<file path="src/rtl/spq_pkg.sv">
package spq_pkg;

    localparam int KEY_W       = 16;
    localparam int PAYLOAD_W   = 32;
    localparam int COUNT_OUT_W = 5;
    localparam int DEPTH_DEF   = 16;

    typedef enum logic [0:0] {
        REQ_ENQ = 1'b0,
        REQ_DEQ = 1'b1
    } req_type_t;

    typedef enum logic [1:0] {
        ST_DONE  = 2'd0,
        ST_EMPTY = 2'd1,
        ST_FULL  = 2'd2
    } status_t;

    typedef struct packed {
        req_type_t              req_type;
        logic [KEY_W-1:0]       new_key;
        logic [PAYLOAD_W-1:0]   new_payload;
    } req_t;

    typedef struct packed {
        logic [KEY_W-1:0]       out_key;
        logic [PAYLOAD_W-1:0]   out_payload;
        status_t                status;
        logic [COUNT_OUT_W-1:0] entry_count;
    } rsp_t;

    // Command broadcast to every cell of the chain.
    typedef struct packed {
        logic                   enq;
        logic                   deq;
        logic [KEY_W-1:0]       key;
        logic [PAYLOAD_W-1:0]   payload;
    } bcast_t;

endpackage

</file>
<file path="src/rtl/spq_cell.sv">
module spq_cell (
    input  logic                          aclk,
    input  spq_pkg::bcast_t               bc,
    input  logic                          occupied,
    input  logic                          left_moves,
    input  logic [spq_pkg::KEY_W-1:0]     left_key,
    input  logic [spq_pkg::PAYLOAD_W-1:0] left_payload,
    input  logic [spq_pkg::KEY_W-1:0]     right_key,
    input  logic [spq_pkg::PAYLOAD_W-1:0] right_payload,
    output logic                          moves,
    output logic [spq_pkg::KEY_W-1:0]     key,
    output logic [spq_pkg::PAYLOAD_W-1:0] payload
);
    import spq_pkg::*;

    logic [KEY_W-1:0]     key_reg;
    logic [PAYLOAD_W-1:0] payload_reg;

    // Slot is empty or holds a strictly larger key: new entry goes here or earlier.
    assign moves   = !occupied || (key_reg > bc.key);
    assign key     = key_reg;
    assign payload = payload_reg;

    always_ff @(posedge aclk) begin
        if (bc.enq) begin
            if (left_moves) begin
                key_reg     <= left_key;
                payload_reg <= left_payload;
            end else if (moves) begin
                key_reg     <= bc.key;
                payload_reg <= bc.payload;
            end
        end else if (bc.deq) begin
            key_reg     <= right_key;
            payload_reg <= right_payload;
        end
    end

endmodule

</file>
<file path="src/rtl/sorted_priority_queue.sv">
// Channel  | Ports                    | Direction | Payload
// request  | s_valid, s_ready, s_req  | in        | req_t (req_type, new_key, new_payload)
// response | m_valid, m_ready, m_rsp  | out       | rsp_t (out_key, out_payload, status, entry_count)
//
// One request per cycle while s_ready is high: every cell compares its key with the
// new key in the same cycle and the whole chain shifts at once, and the response
// sits in the output register the cycle after the request is accepted.
// Reset (aresetn low, synchronous) empties the queue; the cells keep their data.
// s_ready is high while the output register is free or being drained.
module sorted_priority_queue #(
    parameter int DEPTH = spq_pkg::DEPTH_DEF
) (
    input  logic          aclk,
    input  logic          aresetn,
    input  logic          s_valid,
    output logic          s_ready,
    input  spq_pkg::req_t s_req,
    output logic          m_valid,
    input  logic          m_ready,
    output spq_pkg::rsp_t m_rsp
);
    import spq_pkg::*;

    localparam int CNT_W = $clog2(DEPTH + 1);
    localparam int CNT_X = (CNT_W > COUNT_OUT_W) ? CNT_W : COUNT_OUT_W;

    logic [CNT_W-1:0]     count_reg, count_next;
    logic                 m_valid_reg;
    rsp_t                 m_rsp_reg, rsp_next;

    logic                 accept, is_enq, is_deq, full, empty;
    bcast_t               bc;
    logic [CNT_X-1:0]     count_ext;

    // Chain wiring; the end cells are tied off inside the generate loop.
    logic                 moves   [DEPTH];
    logic [KEY_W-1:0]     keys    [DEPTH];
    logic [PAYLOAD_W-1:0] pays    [DEPTH];

    assign accept = s_valid && s_ready;
    assign full   = (count_reg == CNT_W'(DEPTH));
    assign empty  = (count_reg == '0);
    assign is_enq = (s_req.req_type == REQ_ENQ);
    assign is_deq = (s_req.req_type == REQ_DEQ);

    always_comb begin
        bc.enq     = accept && is_enq && !full;
        bc.deq     = accept && is_deq && !empty;
        bc.key     = s_req.new_key;
        bc.payload = s_req.new_payload;
    end

    generate
        for (genvar i = 0; i < DEPTH; i++) begin : g_cell
            logic                 l_moves;
            logic [KEY_W-1:0]     l_key, r_key;
            logic [PAYLOAD_W-1:0] l_pay, r_pay;

            if (i == 0) begin : g_head
                assign l_moves = 1'b0;
                assign l_key   = '0;
                assign l_pay   = '0;
            end else begin : g_mid
                assign l_moves = moves[i-1];
                assign l_key   = keys[i-1];
                assign l_pay   = pays[i-1];
            end

            if (i == DEPTH - 1) begin : g_tail
                // Tail slot becomes unused after a dequeue, so its data is don't-care.
                assign r_key = '0;
                assign r_pay = '0;
            end else begin : g_body
                assign r_key = keys[i+1];
                assign r_pay = pays[i+1];
            end

            spq_cell u_cell (
                .aclk          (aclk),
                .bc            (bc),
                .occupied      (count_reg > CNT_W'(i)),
                .left_moves    (l_moves),
                .left_key      (l_key),
                .left_payload  (l_pay),
                .right_key     (r_key),
                .right_payload (r_pay),
                .moves         (moves[i]),
                .key           (keys[i]),
                .payload       (pays[i])
            );
        end
    endgenerate

    always_comb begin
        count_next = count_reg;
        if (bc.enq) begin
            count_next = count_reg + 1'b1;
        end else if (bc.deq) begin
            count_next = count_reg - 1'b1;
        end
    end

    assign count_ext = CNT_X'(count_next);

    always_comb begin
        rsp_next             = '0;
        rsp_next.entry_count = count_ext[COUNT_OUT_W-1:0];
        if (is_deq) begin
            if (empty) begin
                rsp_next.status = ST_EMPTY;
            end else begin
                rsp_next.status      = ST_DONE;
                rsp_next.out_key     = keys[0];
                rsp_next.out_payload = pays[0];
            end
        end else begin
            rsp_next.status = full ? ST_FULL : ST_DONE;
        end
    end

    assign s_ready = !m_valid_reg || m_ready;
    assign m_valid = m_valid_reg;
    assign m_rsp   = m_rsp_reg;

    always_ff @(posedge aclk) begin
        if (!aresetn) begin
            count_reg   <= '0;
            m_valid_reg <= 1'b0;
        end else begin
            count_reg <= count_next;
            if (accept) begin
                m_valid_reg <= 1'b1;
            end else if (m_ready) begin
                m_valid_reg <= 1'b0;
            end
        end
    end

    always_ff @(posedge aclk) begin
        if (accept) begin
            m_rsp_reg <= rsp_next;
        end
    end

    // Count never runs past the chain length.
    a_count_bound: assert property (@(posedge aclk) disable iff (!aresetn)
        count_reg <= CNT_W'(DEPTH))
        else $error("entry count exceeds depth");

    // Enqueue into a full queue is refused and the count holds.
    a_full_refuse: assert property (@(posedge aclk) disable iff (!aresetn)
        accept && is_enq && full |=> m_valid && (m_rsp.status == ST_FULL) &&
        (count_reg == CNT_W'(DEPTH)))
        else $error("full enqueue not refused");

    // A successful dequeue removes exactly one entry.
    a_deq_count: assert property (@(posedge aclk) disable iff (!aresetn)
        accept && is_deq && !empty |=> (count_reg + 1'b1) == $past(count_reg))
        else $error("dequeue count mismatch");

    // Head two entries stay in order.
    a_head_sorted: assert property (@(posedge aclk) disable iff (!aresetn)
        (count_reg >= CNT_W'(2)) |-> (keys[0] <= keys[1]))
        else $error("queue head out of order");

    // Dequeue of an empty queue returns zero data.
    a_empty_zero: assert property (@(posedge aclk) disable iff (!aresetn)
        accept && is_deq && empty |=> (m_rsp.status == ST_EMPTY) &&
        (m_rsp.out_key == '0) && (m_rsp.out_payload == '0))
        else $error("empty dequeue returned data");

endmodule
</file>
<file path="config.mk">
export PLATFORM = sky130hd
export DESIGN_NAME = sorted_priority_queue
export DESIGN_NICKNAME = d
export VERILOG_FILES = /design/src/rtl/spq_pkg.sv /design/src/rtl/spq_cell.sv /design/src/rtl/sorted_priority_queue.sv
export SDC_FILE = /design/constraint.sdc
export NUM_CORES = 2
export LEC_CHECK = 0
export ABC_AREA = 1
export BUFFER_PORTS_ARGS = -buffer_cell sky130_fd_sc_hd__buf_4
export CAP_MARGIN = 0
export CORE_MARGIN = 3
export CORE_UTILIZATION = 58
export DETAILED_ROUTE_END_ITERATION = 16
export PLACE_DENSITY = 0.78
export RECOVER_POWER = 50
export SLEW_MARGIN = 20
export SYNTH_ARGS = -nofsm -noshare
export SYNTH_HDL_FRONTEND = slang
export SYNTH_SLANG_ARGS = --single-unit
</file>
<file path="constraint.sdc">
create_clock -name aclk -period 4.3 [get_ports aclk]
set_input_delay 0.215 -clock aclk [delete_from_list [all_inputs] [get_ports aclk]]
set_output_delay 0.215 -clock aclk [all_outputs]
set_load 0.05 [all_outputs]
</file>
=== Word-level counts from Yosys, hierarchy flattened ===
Index checks and enable logic that the tools add are counted.

* Register bits: 829
* Bits in latches: 0
* Bits in writable memories: 0
* Bits in read-only memories: 0
* Word-level logic and storage cells: 284
* Memories: 0

* Add/sub/neg operators: 2
* Multiply operators: 0
* Divide/modulo/power cells: 0
* Order comparisons: 32
* Equality and inequality tests: 17
* Shifts and indexed selects: 0
* Muxes and demuxes: 133
* Bitwise gates (word level): 1
* Reduce and logical (&&, ||, !) cells: 61

{| class="wikitable"
|+ Operators by type and width
! operator !! count
|-
| two-way mux 32 bit || 63
|-
| two-way mux 16 bit || 63
|-
| > comparator 16 bit || 16
|-
| inequality test 3 x 1 -> 1 bit, second input constant || 15
|-
| > comparator 5 x 4 -> 1 bit, second input constant || 8
|-
| AND reduction 2 bit || 16
|-
| > comparator 5 x 3 -> 1 bit, second input constant || 4
|-
| logical NOT 1 bit || 19
|-
| logical OR 1 bit || 17
|-
| > comparator 5 x 1 -> 1 bit, second input constant || 2
|-
| > comparator 5 x 2 -> 1 bit, second input constant || 2
|-
| two-way mux 5 bit || 2
|-
| adder 5 x 1 -> 5 bit, second input constant || 1
|-
| equality test 5 bit, second input constant || 1
|-
| logical AND 1 bit || 5
|-
| logical NOT 5 bit || 1
|-
| subtractor 5 x 1 -> 5 bit, second input constant || 1
|-
| two-way mux 2 bit || 2
|-
| nonzero test 2 bit || 2
|-
| two-way mux 1 bit || 3
|-
| inequality test 2 x 1 -> 1 bit, second input constant || 1
|-
| OR reduction 2 bit || 1
|-
| NOT 1 bit || 1
|}

=== Depth between registers and ports, before layout ===
* Depth in word-level cells: 7
* Gate-level depth with buffers: 18

=== Cells and area by module ===
A second synthesis with hierarchy kept.

* Cell total of the unflattened synthesis: 5709
* Area total of the unflattened synthesis: 49048.3 um^2

{| class="wikitable"
|+ By module, submodules not included
! module !! instances !! cells an instance !! area each (um^2) !! seq. area each (um^2)
|-
| spq_cell at g_cell[0].u_cell ... || 11 || 339 || 2881.5 || 1441.4
|-
| spq_cell at g_cell[5].u_cell ... || 5 || 340 || 2910.3 || 1441.4
|-
| sorted_priority_queue || 1 || 280 || 2800.2 || 1771.7
|}

=== Least setup slack after synthesis ===
No wires, ideal clock.

* Path kind: input port to flip-flop
* From: in s_req[47] in the netlist's numbering
* To: reg g_cell[13].u_cell.key_reg[0], enable pin
* Arrival: 4.232 ns
* Path slack: -0.385 ns
* Stages on the path: 12
* Buffers on the path: 2
* Path through: inv_1 clkbuf_1 ha_1 nand2_1 nor3_1 nand2_1 nand2_1 nand2_1 nand2_1 clkbuf_1 nor2_1 nor2_1

* Longest elaborated chain between the ends: 4

{| class="wikitable"
|+ Ends and longest elaborated chain
! element !! line !! source
|-
| from (decl) || sorted_priority_queue.sv:17 || <nowiki>input spq_pkg::req_t s_req,</nowiki>
|-
| > comparator 16 bit || spq_cell.sv:20 || <nowiki>assign moves = !occupied || (key_reg > bc.key);</nowiki>
|-
| logical OR 1 bit || spq_cell.sv:20 ||
|-
| inequality test 3 x 1 -> 1 bit (no line) * || - ||
|-
| AND reduction 2 bit (no line) * || - ||
|-
| to (signal assigned) || spq_cell.sv:27 || <nowiki>key_reg <= left_key;</nowiki>
|-
| to (signal assigned) || spq_cell.sv:30 || <nowiki>key_reg <= bc.key;</nowiki>
|-
| to (signal assigned) || spq_cell.sv:34 || <nowiki>key_reg <= right_key;</nowiki>
|-
| to (decl) || spq_cell.sv:16 || <nowiki>logic [KEY_W-1:0] key_reg;</nowiki>
|}

Every way passes the cells marked *; elsewhere a longest branch is shown, timed or not.
A chain may end at the register's enable or synchronous reset.

=== Worst setup path in the final report ===
* From: reg count_reg[0]
* To: reg g_cell[0].u_cell.payload_reg[11], enable pin

* Longest elaborated chain between the ends: 5

{| class="wikitable"
|+ Ends and longest elaborated chain
! element !! line !! source
|-
| from (decl) || sorted_priority_queue.sv:27 || <nowiki>logic [CNT_W-1:0] count_reg, count_next;</nowiki>
|-
| from (signal assigned) || sorted_priority_queue.sv:130 || <nowiki>count_reg <= count_next;</nowiki>
|-
| > comparator 5 x 1 -> 1 bit, or another cell as far along || sorted_priority_queue.sv:81 || <nowiki>.occupied (count_reg > CNT_W'(i)),</nowiki>
|-
| logical NOT 1 bit (on tied branches) || spq_cell.sv:20, sorted_priority_queue.sv:47, sorted_priority_queue.sv:48 ||
|-
| logical OR 1 bit, or another cell as far along || spq_cell.sv:20 ||
|-
| inequality test 2 x 1 -> 1 bit (no line) / nonzero test 2 bit (equally long branches) || - ||
|-
| AND reduction 2 bit (no line) * || - ||
|-
| to (signal assigned) || spq_cell.sv:28 || <nowiki>payload_reg <= left_payload;</nowiki>
|-
| to (signal assigned) || spq_cell.sv:31 || <nowiki>payload_reg <= bc.payload;</nowiki>
|-
| to (signal assigned) || spq_cell.sv:35 || <nowiki>payload_reg <= right_payload;</nowiki>
|-
| to (decl) || spq_cell.sv:17 || <nowiki>logic [PAYLOAD_W-1:0] payload_reg;</nowiki>
|}

Marked as above.

==> reports/qor.txt <==
Largest net degree at the start of global routing - 217
# rows - 108
Mapped Area - 0.0517 sq mm
Via count - 42971
RSZ-0062 raised after global routing - false
Rel. slew slack - -54.9%
Final Skew - 0.0206 ns
Number of max-cap violations - 4
Leak - 27.3 nW
Vias in the first global route - 40570
Final Critical Period - 3.87 ns
CP Class - flip-flop to flip-flop
VDD IR-drop max - 426 uV
RePlAce Congestion - 0.865
Netlist cell types - 30
Fin crit share - 90.0%
Gr ovfl total - 0
Dpl hpwl - 87.8 mm
Required @ worst endpoint - 4.57 ns
Post_cts resized - 0
Buffers on Ports - 109
Post-synth EDFFs - 823
Async S/R FF share, synth - 0%
Met3 WL - 11.7 mm
IO Count - 110
1st-iter DRT viols - 4592
FMAX - 258 MHz
Clock-pin slew on the worst setup and hold paths - 0.06 ns
Hold-fix buffers, CTS - 52
Met1 WL - 56.1 mm
Hold EP - g_cell[0].u_cell.key[0]
Crit-path slowest cell - inv_2
Crit path max fanout - 48
Highest routed layer - met4
Final TNS setup - 0 ns
Reg2reg start - count_reg[0]
Clk sinks - 829
Core Region - 0.0876 sq mm
Hold depth - 4
CTS max path bufs - 3
# setup viols final - 0
YS warnings - 0
Num CTS Buffers - 87
Least-Margin Pin Slew - 2.31 ns
Number of antenna-violating nets in the routed design - 0
NumNets Final - 6958
Starting density of the core - 59.0%
Crit end category - flip-flop
Worst-case reg-to-reg path depth - 10
WL final - 126 mm
Yosys reg bits - 829
Routed len/inst - 16.0 microns
ANT cells - 0
CP startpoint kind - flip-flop
Share of cells above drive strength 1 - 4.72%
Setup repair bufs after CTS - 0
Vias/cell - 5.46
CP Cell Sequence - inv_1 > ha_1 > nand4_1 > nand2_1 > nor2_1 > inv_1 > nand2_1 > clkbuf_1 > o21ai_0 > inv_2
Final hold vios - 0
CP max stage delay - 0.83 ns
Die width - 305 microns
PwrDens - 499 mW/mm^2
First-pass DRT Iterations - 6
Die Area - 0.0927 sq mm
Critical path arrival - 4.14 ns
Detail Route met2 WL - 56.3 mm
Die H - 305 microns
Status - finished with violations
Max reg flops - 512
Syn-to-layout area delta - 8.82%
First-pass GRT wire length - 208 mm
Reg-to-reg slack, setup - 0.43 ns
Mean area per synthesized cell - 7.69 sq um
Post-synthesis sequential area ratio - 48.1%
Failing checks - max-capacitance violations, max-slew violations
Top_reg_cell synth - edfxtp_1
Cells after Synth - 6719
Max-slew violations - 398
Worst Hold Class - input port to flip-flop
Latest clock arrival within the worst-skew pair - 0.65 ns
Clock H-tree levels - 3
CTS tree - built
Total GRT Usage - 26.5%
Drt drc - 0
PnR Total Power - 28.1 mW
Reg-to-reg endpoint - g_cell[0].u_cell.payload[11]
Initial antenna violation count - 0
Post-Syn Nets - 7033
Min-Delay Startpoint - s_req[32]
Root Buffer - clkbuf_16
==> metrics by stage <==
stage	hold WS, ns	instance area [sq um]	utilization (%)	std cells	worst slack [ns]
2_1_floorplan	0.399	51700	-	6719	0.407
3_3_place_gp	0.497	53300	60.9	7658	0.951
3_5_place_dp	0.504	53300	60.9	7658	0.955
4_1_cts	0.281	56500	64.5	7869	0.949
5_1_grt	0.364	56200	64.2	7869	0.275
6_report	0.328	56200	64.2	7869	0.431
==> kinds of logic after synthesis <==
family	Yosys count	synth area share, %
and+or+nand+nor	4100	33.4
buffers and inverters	1269	9.56
DFF	829	48.1
adders and majority gates	261	6.32
AOI/OAI and AO/OA	256	2.64
xor gates and xnor gates	4	0.0678
==> routing by layer <==
| layer | up-vias | GRT usage, % |
|---|---|---|
| li1 | 21732 | - |
| met1 | 19364 | 38.9 |
| met2 | 1740 | 41.8 |
| met3 | 135 | 4.60 |
| met4 | 0 | 5.28 |
| met5 | - | 0 |
==> how the worst max path moves through the flow <==
stage,from,cells after the start,endpoint,slack [ns]
4_1_cts,count_reg[0],9,g_cell[13].u_cell.payload[28],0.95
5_1_grt,count_reg[0],10,g_cell[9].u_cell.payload[21],0.28
6_report,count_reg[0],10,g_cell[0].u_cell.payload[11],0.43
2_1_floorplan,s_req[47],12,g_cell[13].u_cell.key[0],0.41
3_5_place_dp,count_reg[0],9,g_cell[13].u_cell.payload[28],0.95
3_3_place_gp,count_reg[0],9,count_reg[3],0.95
==> final cells by class <==
class | instances | area (sq um)
Clock inverter | 47 | 388
Tap cell | 1155 | 1450
Timing Repair Buffer | 287 | 2150
Inverter | 818 | 3080
Multi-Input combinational cell | 4621 | 22000
Fill cell | 7348 | 31300
Sequential cell | 829 | 24800
Clock buffer | 112 | 2300
==> synth_stat cells, types with 4 or more instances <==
cell type     n  area [sq um]
clkbuf_1    284          1070
nor2_1      207           777
nand2_1    2438          9150
edfxtp_1    823         24700
dfxtp_1       6           120
buf_4         4          30.0
a21o_1       14           105
nor3_1        7          35.0
xor2_1        4          35.0
buf_1        32           120
inv_1       811          3040
ha_1        261          3270
o21ai_1      10          50.1
buf_2       131           656
nand4_1      17           106
inv_2         7          26.3
o21ai_0      70           350
nand3_1    1429          7150
a21oi_1     149           746
==> worst max-delay path, delay by kind of cell, from the launching register on <==
| kind | cells | cell delay [ns] |
|---|---|---|
| adders and majority gates | 1 | 0.24 |
| and+or+nand+nor | 4 | 0.65 |
| AOI/OAI and AO/OA | 1 | 0.34 |
| buffers and inverters | 4 | 1.75 |
| DFF | 1 | 0.46 |
==> placed cells by master (no fill, tap or decap), types with 7 or more instances in the layout <==
cell type      synthesis  final
a21o_1                14     14
a21oi_1              149    149
buf_4                  4    162
clkinv_1               0     20
nand2_1             2438   2436
nor2_1               207    202
clkbuf_16              0     87
nand3_1             1429   1429
buf_12                 0      8
nand4_1               17     17
edfxtp_1             823    823
dlygate4sd3_1          0     52
ha_1                 261    261
clkbuf_1             284     83
inv_1                811    810
nor3_1                 7      7
clkinv_2               0     15
o21ai_0               70     74
==> power by group <==
| part | leakage, nW | internal, mW | total (mW) | switching, mW |
|---|---|---|---|---|
| Combinational | 17.9 | 2.59 | 8.31 | 5.72 |
| Sequential | 8.05 | 11.4 | 12.5 | 1.03 |
| Clock | 1.32 | 4.09 | 7.29 | 3.20 |
(Power assumes the default switching activity.)
